$ cat src/rtl/core/usd_pkg.sv
// ----------------------------------------------------------------------------
// usd_pkg: shared definitions of the UTF-8 stream decoder
// Field widths, offset counter width and the command and status groups
// that pass between the controller and the datapath.
// ----------------------------------------------------------------------------
package usd_pkg;

    localparam int OFFSET_WIDTH = 32;
    localparam int BYTE_W       = 8;
    localparam int CP_W         = 21;
    localparam int LEN_W        = 3;
    localparam int OUT_OFF_W    = 32;

    typedef struct packed {
        logic load;
        logic emit;
        logic term;
    } t_cmd;

    typedef struct packed {
        logic stop;
        logic span_end;
    } t_status;

endpackage

$ cat src/rtl/core/usd_if.sv
// ----------------------------------------------------------------------------
// usd_byte_if / usd_result_if: request channels of the decoder
// Valid and ready handshake with the byte or result payload.
// ----------------------------------------------------------------------------
interface usd_byte_if;
    logic                       valid;
    logic                       ready;
    logic [usd_pkg::BYTE_W-1:0] data_byte;
    logic                       byte_present;
    logic                       span_end;

    modport source (output valid, output data_byte, output byte_present,
                    output span_end, input ready);
    modport sink   (input valid, input data_byte, input byte_present,
                    input span_end, output ready);
endinterface

interface usd_result_if;
    logic                          valid;
    logic                          ready;
    logic [usd_pkg::CP_W-1:0]      code_point;
    logic [usd_pkg::LEN_W-1:0]     byte_length;
    logic [usd_pkg::OUT_OFF_W-1:0] start_offset;
    logic                          is_error;
    logic                          is_terminator;

    modport source (output valid, output code_point, output byte_length,
                    output start_offset, output is_error, output is_terminator,
                    input ready);
    modport sink   (input valid, input code_point, input byte_length,
                    input start_offset, input is_error, input is_terminator,
                    output ready);
endinterface

$ cat src/rtl/core/usd_datapath.sv
// ----------------------------------------------------------------------------
// usd_datapath: byte buffer, sequence decoder and result register
// Holds up to four unresolved bytes, decodes the sequence at the front and
// loads one result per emit command and a terminator per term command.
// ----------------------------------------------------------------------------
module usd_datapath (
    input  logic                          i_clk,
    input  logic                          i_rst_n,
    input  usd_pkg::t_cmd                 i_cmd,
    output usd_pkg::t_status              o_status,
    input  logic [usd_pkg::BYTE_W-1:0]    i_data_byte,
    input  logic                          i_byte_present,
    input  logic                          i_span_end,
    output logic [usd_pkg::CP_W-1:0]      o_code_point,
    output logic [usd_pkg::LEN_W-1:0]     o_byte_length,
    output logic [usd_pkg::OUT_OFF_W-1:0] o_start_offset,
    output logic                          o_is_error,
    output logic                          o_is_terminator
);

    localparam logic [usd_pkg::CP_W-1:0] CP_MAX   = 21'h10FFFF;
    localparam logic [usd_pkg::CP_W-1:0] SURR_LO  = 21'h00D800;
    localparam logic [usd_pkg::CP_W-1:0] SURR_HI  = 21'h00DFFF;
    localparam logic [usd_pkg::CP_W-1:0] MIN_TWO  = 21'h000080;
    localparam logic [usd_pkg::CP_W-1:0] MIN_THR  = 21'h000800;
    localparam logic [usd_pkg::CP_W-1:0] MIN_FOUR = 21'h010000;

    logic [usd_pkg::BYTE_W-1:0]       r_buf [4];
    logic [2:0]                       r_cnt;
    logic [usd_pkg::OFFSET_WIDTH-1:0] r_offset;
    logic                             r_end;

    logic [usd_pkg::CP_W-1:0]      r_code_point;
    logic [usd_pkg::LEN_W-1:0]     r_byte_length;
    logic [usd_pkg::OUT_OFF_W-1:0] r_start_offset;
    logic                          r_is_error;
    logic                          r_is_terminator;

    logic [usd_pkg::BYTE_W-1:0] lead;
    logic                       lead_ok;
    logic [2:0]                 need;
    logic                       short_seq;
    logic                       trails_ok;
    logic                       range_ok;
    logic                       ok;
    logic [2:0]                 take;
    logic [usd_pkg::CP_W-1:0]   cp;
    logic [63:0]                offset_wide;

    always_comb begin
        lead      = r_buf[0];
        lead_ok   = (lead < 8'hF8) && (lead[7:6] != 2'b10);
        if (lead <= 8'h7F) begin
            need = 3'd1;
        end else if (lead <= 8'hDF) begin
            need = 3'd2;
        end else if (lead <= 8'hEF) begin
            need = 3'd3;
        end else begin
            need = 3'd4;
        end
        short_seq = need > r_cnt;
        trails_ok = 1'b0;
        cp        = '0;
        range_ok  = 1'b0;
        case (need)
            3'd1: begin
                trails_ok = 1'b1;
                cp        = {13'd0, lead};
                range_ok  = 1'b1;
            end
            3'd2: begin
                trails_ok = r_buf[1][7:6] == 2'b10;
                cp        = {10'd0, lead[4:0], r_buf[1][5:0]};
                range_ok  = cp >= MIN_TWO;
            end
            3'd3: begin
                trails_ok = (r_buf[1][7:6] == 2'b10) && (r_buf[2][7:6] == 2'b10);
                cp        = {5'd0, lead[3:0], r_buf[1][5:0], r_buf[2][5:0]};
                range_ok  = (cp >= MIN_THR) && !((cp >= SURR_LO) && (cp <= SURR_HI));
            end
            default: begin
                trails_ok = (r_buf[1][7:6] == 2'b10) && (r_buf[2][7:6] == 2'b10)
                            && (r_buf[3][7:6] == 2'b10);
                cp        = {lead[2:0], r_buf[1][5:0], r_buf[2][5:0], r_buf[3][5:0]};
                range_ok  = (cp >= MIN_FOUR) && (cp <= CP_MAX);
            end
        endcase
        ok          = lead_ok && !short_seq && trails_ok && range_ok;
        take        = ok ? need : 3'd1;
        offset_wide = 64'(r_offset);
    end

    assign o_status.stop     = (r_cnt == 3'd0) || (lead_ok && short_seq && !r_end);
    assign o_status.span_end = r_end;

    always_ff @(posedge i_clk) begin
        if (!i_rst_n) begin
            r_cnt    <= '0;
            r_offset <= '0;
            r_end    <= 1'b0;
        end else if (i_cmd.load) begin
            if (i_byte_present) begin
                r_buf[r_cnt[1:0]] <= i_data_byte;
                r_cnt             <= r_cnt + 3'd1;
            end
            r_end <= i_span_end;
        end else if (i_cmd.emit) begin
            case (take)
                3'd1: begin
                    r_buf[0] <= r_buf[1];
                    r_buf[1] <= r_buf[2];
                    r_buf[2] <= r_buf[3];
                end
                3'd2: begin
                    r_buf[0] <= r_buf[2];
                    r_buf[1] <= r_buf[3];
                end
                3'd3: begin
                    r_buf[0] <= r_buf[3];
                end
                default: begin
                end
            endcase
            r_cnt    <= r_cnt - take;
            r_offset <= r_offset + usd_pkg::OFFSET_WIDTH'(take);
        end else if (i_cmd.term) begin
            r_cnt    <= '0;
            r_offset <= '0;
            r_end    <= 1'b0;
        end
    end

    always_ff @(posedge i_clk) begin
        if (i_cmd.emit) begin
            r_code_point    <= ok ? cp : '0;
            r_byte_length   <= take;
            r_start_offset  <= offset_wide[usd_pkg::OUT_OFF_W-1:0];
            r_is_error      <= !ok;
            r_is_terminator <= 1'b0;
        end else if (i_cmd.term) begin
            r_code_point    <= '0;
            r_byte_length   <= '0;
            r_start_offset  <= offset_wide[usd_pkg::OUT_OFF_W-1:0];
            r_is_error      <= 1'b0;
            r_is_terminator <= 1'b1;
        end
    end

    assign o_code_point    = r_code_point;
    assign o_byte_length   = r_byte_length;
    assign o_start_offset  = r_start_offset;
    assign o_is_error      = r_is_error;
    assign o_is_terminator = r_is_terminator;

endmodule

$ cat src/rtl/core/usd_controller.sv
// ----------------------------------------------------------------------------
// usd_controller: sequencing of the UTF-8 stream decoder
// Accepts bytes, steps the datapath through the pending sequences and
// closes each span with a terminator.
// ----------------------------------------------------------------------------
module usd_controller (
    input  logic             i_clk,
    input  logic             i_rst_n,
    input  logic             i_in_valid,
    output logic             o_in_ready,
    output logic             o_out_valid,
    input  logic             i_out_ready,
    output usd_pkg::t_cmd    o_cmd,
    input  usd_pkg::t_status i_status
);

    typedef enum logic [1:0] {
        ST_IDLE,
        ST_SCAN,
        ST_TERM
    } t_state;

    t_state r_state;
    t_state n_state;
    logic   r_out_valid;
    logic   n_out_valid;
    logic   out_free;

    assign out_free = !r_out_valid || i_out_ready;

    always_comb begin
        n_state    = r_state;
        o_cmd      = '0;
        o_in_ready = 1'b0;
        unique case (r_state)
            ST_IDLE: begin
                o_in_ready = 1'b1;
                if (i_in_valid) begin
                    o_cmd.load = 1'b1;
                    n_state    = ST_SCAN;
                end
            end
            ST_SCAN: begin
                if (i_status.stop) begin
                    if (i_status.span_end) begin
                        n_state = ST_TERM;
                    end else begin
                        o_in_ready = 1'b1;
                        if (i_in_valid) begin
                            o_cmd.load = 1'b1;
                        end else begin
                            n_state = ST_IDLE;
                        end
                    end
                end else if (out_free) begin
                    o_cmd.emit = 1'b1;
                end
            end
            ST_TERM: begin
                if (out_free) begin
                    o_cmd.term = 1'b1;
                    n_state    = ST_IDLE;
                end
            end
            default: begin
                n_state = ST_IDLE;
            end
        endcase
        if (o_cmd.emit || o_cmd.term) begin
            n_out_valid = 1'b1;
        end else if (i_out_ready) begin
            n_out_valid = 1'b0;
        end else begin
            n_out_valid = r_out_valid;
        end
    end

    always_ff @(posedge i_clk) begin
        if (!i_rst_n) begin
            r_state     <= ST_IDLE;
            r_out_valid <= 1'b0;
        end else begin
            r_state     <= n_state;
            r_out_valid <= n_out_valid;
        end
    end

    assign o_out_valid = r_out_valid;

    a_emit_needs_work: assert property (@(posedge i_clk) disable iff (!i_rst_n)
        o_cmd.emit |-> !i_status.stop)
        else $error("emit issued while the buffer holds no decodable sequence");

    a_no_overwrite: assert property (@(posedge i_clk) disable iff (!i_rst_n)
        (r_out_valid && !i_out_ready) |-> !(o_cmd.emit || o_cmd.term))
        else $error("result register overwritten while stalled");

    a_term_shown: assert property (@(posedge i_clk) disable iff (!i_rst_n)
        o_cmd.term |=> (r_out_valid && r_state == ST_IDLE))
        else $error("terminator not presented after span end");

    a_load_exclusive: assert property (@(posedge i_clk) disable iff (!i_rst_n)
        o_cmd.load |-> !(o_cmd.emit || o_cmd.term))
        else $error("byte loaded while the buffer is being consumed");

endmodule

$ cat src/rtl/core/utf8_stream_decoder_unit.sv
// ----------------------------------------------------------------------------
// utf8_stream_decoder_unit: streaming UTF-8 decoder
// Turns a byte stream into code points with length and start offset.
// ----------------------------------------------------------------------------
// Bytes arrive on i_byte_ch, one request per byte; a request with
// byte_present low and span_end high closes an empty span. Each decoded
// code point, each one-byte error and the terminator of a span leave on
// o_result_ch as one request each.
// An accepted byte enters the byte buffer, the sequence at its front is
// decoded combinationally, and each emit loads the result register. The
// controller emits one result per cycle from the byte buffer while the
// result register is free; a rejected sequence gives up only its lead
// byte as an error, and the pending bytes are scanned again. A span end
// sends the controller to the terminator state, which then emits the
// terminator. Input is taken only while no buffered sequence can still be
// decoded, since the four-byte buffer must drain first.
// After reset the buffer is empty and the offset is zero. When the receiver
// stalls, the result register holds its request and decoding pauses, and
// no further byte is taken until the pending bytes are resolved.
// ----------------------------------------------------------------------------
module utf8_stream_decoder_unit (
    input  logic          i_clk,
    input  logic          i_rst_n,
    usd_byte_if.sink      i_byte_ch,
    usd_result_if.source  o_result_ch
);

    usd_pkg::t_cmd    cmd;
    usd_pkg::t_status status;

    usd_controller u_controller (
        .i_clk       (i_clk),
        .i_rst_n     (i_rst_n),
        .i_in_valid  (i_byte_ch.valid),
        .o_in_ready  (i_byte_ch.ready),
        .o_out_valid (o_result_ch.valid),
        .i_out_ready (o_result_ch.ready),
        .o_cmd       (cmd),
        .i_status    (status)
    );

    usd_datapath u_datapath (
        .i_clk           (i_clk),
        .i_rst_n         (i_rst_n),
        .i_cmd           (cmd),
        .o_status        (status),
        .i_data_byte     (i_byte_ch.data_byte),
        .i_byte_present  (i_byte_ch.byte_present),
        .i_span_end      (i_byte_ch.span_end),
        .o_code_point    (o_result_ch.code_point),
        .o_byte_length   (o_result_ch.byte_length),
        .o_start_offset  (o_result_ch.start_offset),
        .o_is_error      (o_result_ch.is_error),
        .o_is_terminator (o_result_ch.is_terminator)
    );

endmodule

$ cat src/flat_wrapper.sv
// flat-port wrapper written by rule: the top's interface ports become plain ports
module utf8_stream_decoder_unit_flat 
  (i_clk, i_rst_n, i_byte_ch_valid, i_byte_ch_data_byte, i_byte_ch_byte_present, i_byte_ch_span_end, i_byte_ch_ready, o_result_ch_valid, o_result_ch_code_point, o_result_ch_byte_length, o_result_ch_start_offset, o_result_ch_is_error, o_result_ch_is_terminator, o_result_ch_ready);
  usd_byte_if i_byte_ch_i ();
  usd_result_if o_result_ch_i ();
  input  logic i_clk;
  input  logic i_rst_n;
  input wire logic [$bits(i_byte_ch_i.valid)-1:0] i_byte_ch_valid;
  input wire logic [$bits(i_byte_ch_i.data_byte)-1:0] i_byte_ch_data_byte;
  input wire logic [$bits(i_byte_ch_i.byte_present)-1:0] i_byte_ch_byte_present;
  input wire logic [$bits(i_byte_ch_i.span_end)-1:0] i_byte_ch_span_end;
  output wire logic [$bits(i_byte_ch_i.ready)-1:0] i_byte_ch_ready;
  output wire logic [$bits(o_result_ch_i.valid)-1:0] o_result_ch_valid;
  output wire logic [$bits(o_result_ch_i.code_point)-1:0] o_result_ch_code_point;
  output wire logic [$bits(o_result_ch_i.byte_length)-1:0] o_result_ch_byte_length;
  output wire logic [$bits(o_result_ch_i.start_offset)-1:0] o_result_ch_start_offset;
  output wire logic [$bits(o_result_ch_i.is_error)-1:0] o_result_ch_is_error;
  output wire logic [$bits(o_result_ch_i.is_terminator)-1:0] o_result_ch_is_terminator;
  input wire logic [$bits(o_result_ch_i.ready)-1:0] o_result_ch_ready;
  assign i_byte_ch_i.valid = i_byte_ch_valid;
  assign i_byte_ch_i.data_byte = i_byte_ch_data_byte;
  assign i_byte_ch_i.byte_present = i_byte_ch_byte_present;
  assign i_byte_ch_i.span_end = i_byte_ch_span_end;
  assign i_byte_ch_ready = i_byte_ch_i.ready;
  assign o_result_ch_valid = o_result_ch_i.valid;
  assign o_result_ch_code_point = o_result_ch_i.code_point;
  assign o_result_ch_byte_length = o_result_ch_i.byte_length;
  assign o_result_ch_start_offset = o_result_ch_i.start_offset;
  assign o_result_ch_is_error = o_result_ch_i.is_error;
  assign o_result_ch_is_terminator = o_result_ch_i.is_terminator;
  assign o_result_ch_i.ready = o_result_ch_ready;
  utf8_stream_decoder_unit u_core (.i_clk(i_clk), .i_rst_n(i_rst_n), .i_byte_ch(i_byte_ch_i), .o_result_ch(o_result_ch_i));
endmodule
$ cat config.mk
export PLATFORM = sky130hd
export DESIGN_NAME = utf8_stream_decoder_unit_flat
export DESIGN_NICKNAME = d
export VERILOG_FILES = /design/src/rtl/core/usd_pkg.sv /design/src/rtl/core/usd_if.sv /design/src/rtl/core/usd_datapath.sv /design/src/rtl/core/usd_controller.sv /design/src/rtl/core/utf8_stream_decoder_unit.sv /design/src/flat_wrapper.sv
export SDC_FILE = /design/constraint.sdc
export NUM_CORES = 1
export LEC_CHECK = 0
export ABC_AREA = 1
export BUFFER_PORTS_ARGS = -buffer_cell sky130_fd_sc_hd__buf_2
export CORE_MARGIN = 2
export CORE_UTILIZATION = 55
export CTS_CLUSTER_SIZE = 20
export DETAILED_ROUTE_END_ITERATION = 8
export GPL_TIMING_DRIVEN = 0
export MAX_ROUTING_LAYER = met4
export PLACE_DENSITY = 0.79
export SETUP_SLACK_MARGIN = 0.5
export SLEW_MARGIN = 10
export SYNTH_ARGS = -nofsm -noshare
export SYNTH_HDL_FRONTEND = slang
export SYNTH_SLANG_ARGS = --single-unit
$ cat constraint.sdc
create_clock -name i_clk -period 5 [get_ports i_clk]
set_clock_uncertainty 0.05 [all_clocks]
set_input_delay 1.5 -clock i_clk [delete_from_list [all_inputs] [get_ports i_clk]]
set_output_delay 1.5 -clock i_clk [all_outputs]
set_load 0.005 [all_outputs]
==> flow_summary.yaml <==
yosys:
  postSynthCellCount: 778
  syn_area_mm2: 0.00666
  yosys-top-cells-area: "edfxtp_1 40%, dfxtp_1 12%, nand2_1 12%"
  yosysUniqueCellTypes: 40
  yosysSeqAreaShare_pct: 52.1
  async_flop_share_pct: 0
  yosysTopAreaCell: "edfxtp_1"
  ys_warn_count: 0
  syn_nets: 805
  syn_avg_cell_area_um2: 8.56
  synth_top_area_share_pct: 40.1
  synthFlopType: "edfxtp_1"
  synth-edff-count: 89
  yosysMostFrequentCell: "nand2_1"
  ys_seq_elements: 129
  synth_commonest_cells: "206 x nand2_1, 89 x edfxtp_1, 82 x inv_1, 80 x nand3_1, 60 x nor2_1"
route:
  remaining_drc_errors: 0
  vias: 5875
  drtIter0Drc: 573
  drt_wl_total_um: 16300
  ant_nets: 0
  wl_per_cell_um: 15.7
  dr.pass1.iters: 6
  vias_per_cell: 5.66
timing:
  clock.fmax_mhz: 237
  tightest_slew_ps: 788
  finalMaxSlewViolations: 0
  finalSetupViolations: 0
  setup_tns_ps: 0
  rsz0062_at_grt: "false"
  fin_crit_sh_pct: 84.3
  hold_violations: 0
  fin_crit_ps: 4210
  timing.hold.ws_ps: 387
  relSlewSlack_pct: 47.2
worst_setup_path:
  slowest_delay_ps: 500
  worstPathRequired_ps: 3450
  crit_family: "simple AND/OR/NAND/NOR gates"
  cp-endpoint: "i_byte_ch_ready"
  crit_path_start: "u_core.u_datapath.r_buf[0][6]$_DFFE_PP_"
  crit_buf_inv: 2
  crit_arrival_ps: 2660
  cp_max_fo: 7
  critical_path.slowest_cell: "edfxtp_1"
  worstRegToRegCells: 21
  path_class: "flip-flop to primary output"
  crit-reg2reg-launch: "u_core.u_datapath.r_buf[0][6]$_DFFE_PP_"
  cp-end-kind: "primary output"
  start_kind: "flip-flop"
  reg2reg_slack_ps: 850
  r2r_end: "u_core.u_datapath.r_offset[26]$_SDFFE_PN0P_"
  cp.depth: 12
  cp_cell_sequence: "nand2_4 -> nor2_4 -> buf_4 -> nor2_2 -> ha_1 -> nand3b_1 -> nand2_1 -> nand2_1 -> nor2_2 -> nor2_8 -> o31ai_1 -> buf_2"
global_routing:
  first_global_vias: 5385
  grt_max_degree: 62
  grt_pass1_wl_um: 26600
  grt_overflow_total: 0
  grtUsageTotal_pct: 27.3
  antenna_found_initial: 0
clock_tree:
  clk_pin_slew_ps: 60
  cts_tree: "done"
  postCtsHoldBufs: 0
  cts_max_level: 4
  clock-sinks: 129
  cts_buffers: 17
  clock_latency_ps: 420
  clock_path_buffers: 2
  root_buffer: "clkbuf_16"
pwr:
  p_leak_nw: 3.16
  ir_drop_v: 0.000288
  power_density_mw_per_mm2: 409
die:
  fp.dieH_um: 114
  rows: 40
  ios: 74
  die_width_um: 114
  die_area_mm2: 0.0130
  coreArea_mm2: 0.0119
  initial_core_util_pct: 55.9
final_layout:
  drive_gt1_share_pct: 18.3
  nNetsFinal: 905
  stdcell_area_mm2: 0.00789
  syn_to_final_growth_pct: 18.4
  fill_cells: 969
  antennaDiodeCount: 0
  multi_input_area_mm2: 0.00278
  fin_cells: 1038
  fin_util_pct: 66.2
  seq_area_mm2: 0.00347
placement:
  placed_cells: 998
  dp.final_hpwl_um: 11700
  placed_area_mm2: 0.00722
  io_buffer_count: 73
  gp_congestion: 0.955
run_status:
  status: "completed"
flow_run:
  cap_violations: 0
min_path:
  hold_class: "flip-flop to flip-flop"
## where the power goes
part / switching (W) / internal, W / total (W)
sequential: 0.0000564 / 0.00130 / 0.00136
combinational: 0.000443 / 0.000225 / 0.000669
clock: 0.000460 / 0.000742 / 0.00120
## cell usage in the layout (no fill, tap or decap), drive strengths merged, types with 3 or more instances in the layout
master and instances:
xnor2 5, nor2 66, a221oi 3, o22ai 12
xor2 3, a211oi 3, inv 89, or2 5
ha 11, nor4 6, clkinvlp 5, buf 94
nand4 20, a21oi 57, clkbuf 27, nand3b 3
edfxtp 89, nand3 86, nand2 211, dfxtp 40
nor3 14, o21ai 26, clkinv 6
## what timing repair did
item / CTS / global route
setup buffers: 0 / 8
gates resized for setup: 5 / 5
endpoints found under the setup margin: 15 / 14
pin swaps: 0 / 3
cloned: 0 / 0
## logic make-up after synthesis
logic type,share of synthesized area (%)
xor gates and xnor gates,1.05
buffers and inverters,6.70
DFF,52.1
AOI/OAI and AO/OA,8.86
adders and majority gates,2.67
and+or+nand+nor,28.6
## cell type report
cell class                      instances  share of cell area (%)
Buffer                                 22                    1.52
Clock buffer                           18                    5.57
Clock inverter                         14                    1.78
Inverter                               88                    4.19
Multi-Input combinational cell        539                    35.2
Sequential cell                       129                    44.0
Tap cell                              147                    2.33
Timing Repair Buffer                   81                    5.39
## worst min path at each step
stage | startpoint | endpoint | slack, ps | cells after the start
final | u_core.u_datapath.r_offset[7]$_SDFFE_PN0P_ | u_core.u_datapath.o_start_offset[7]$_DFFE_PP_ | 390 | 0
after global routing | u_core.u_datapath.r_offset[7]$_SDFFE_PN0P_ | u_core.u_datapath.o_start_offset[7]$_DFFE_PP_ | 400 | 0
after CTS | u_core.u_datapath.r_offset[7]$_SDFFE_PN0P_ | u_core.u_datapath.o_start_offset[7]$_DFFE_PP_ | 390 | 0
after detailed placement | u_core.u_datapath.r_offset[7]$_SDFFE_PN0P_ | u_core.u_datapath.o_start_offset[7]$_DFFE_PP_ | 370 | 0
after global placement | u_core.u_datapath.r_offset[7]$_SDFFE_PN0P_ | u_core.u_datapath.o_start_offset[7]$_DFFE_PP_ | 360 | 0
after floorplan | u_core.u_datapath.r_offset[7]$_SDFFE_PN0P_ | u_core.u_datapath.o_start_offset[7]$_DFFE_PP_ | 360 | 0
## metrics by stage
stage	setup WS, ps	total power (W)
floorplan	1000	0.00179
CTS	540	0.00323
detailed placement	54.1	0.00202
finish	786	0.00323
global route	527	0.00337
global placement	48.4	0.00201
## flip-flops by register name, indices dropped and copies added, names as in the netlist, 2 cells and up
name,flops
u_core.u_controller.r_state,2
u_core.u_datapath.r_offset,32
u_core.u_datapath.r_buf,32
u_core.u_datapath.r_cnt,3
u_core.u_datapath.o_start_offset,32
u_core.u_datapath.o_code_point,21
u_core.u_datapath.o_byte_length,3
## layer usage
layer	global-route usage (%)	vias up	share of wire, %
met5	-	-	0
met4	10.4	0	2.3
met3	6.09	42	7.7
met2	43.5	263	48
met1	34.3	2711	42
li1	-	2859	-
Power figures use the tool's default switching activity.
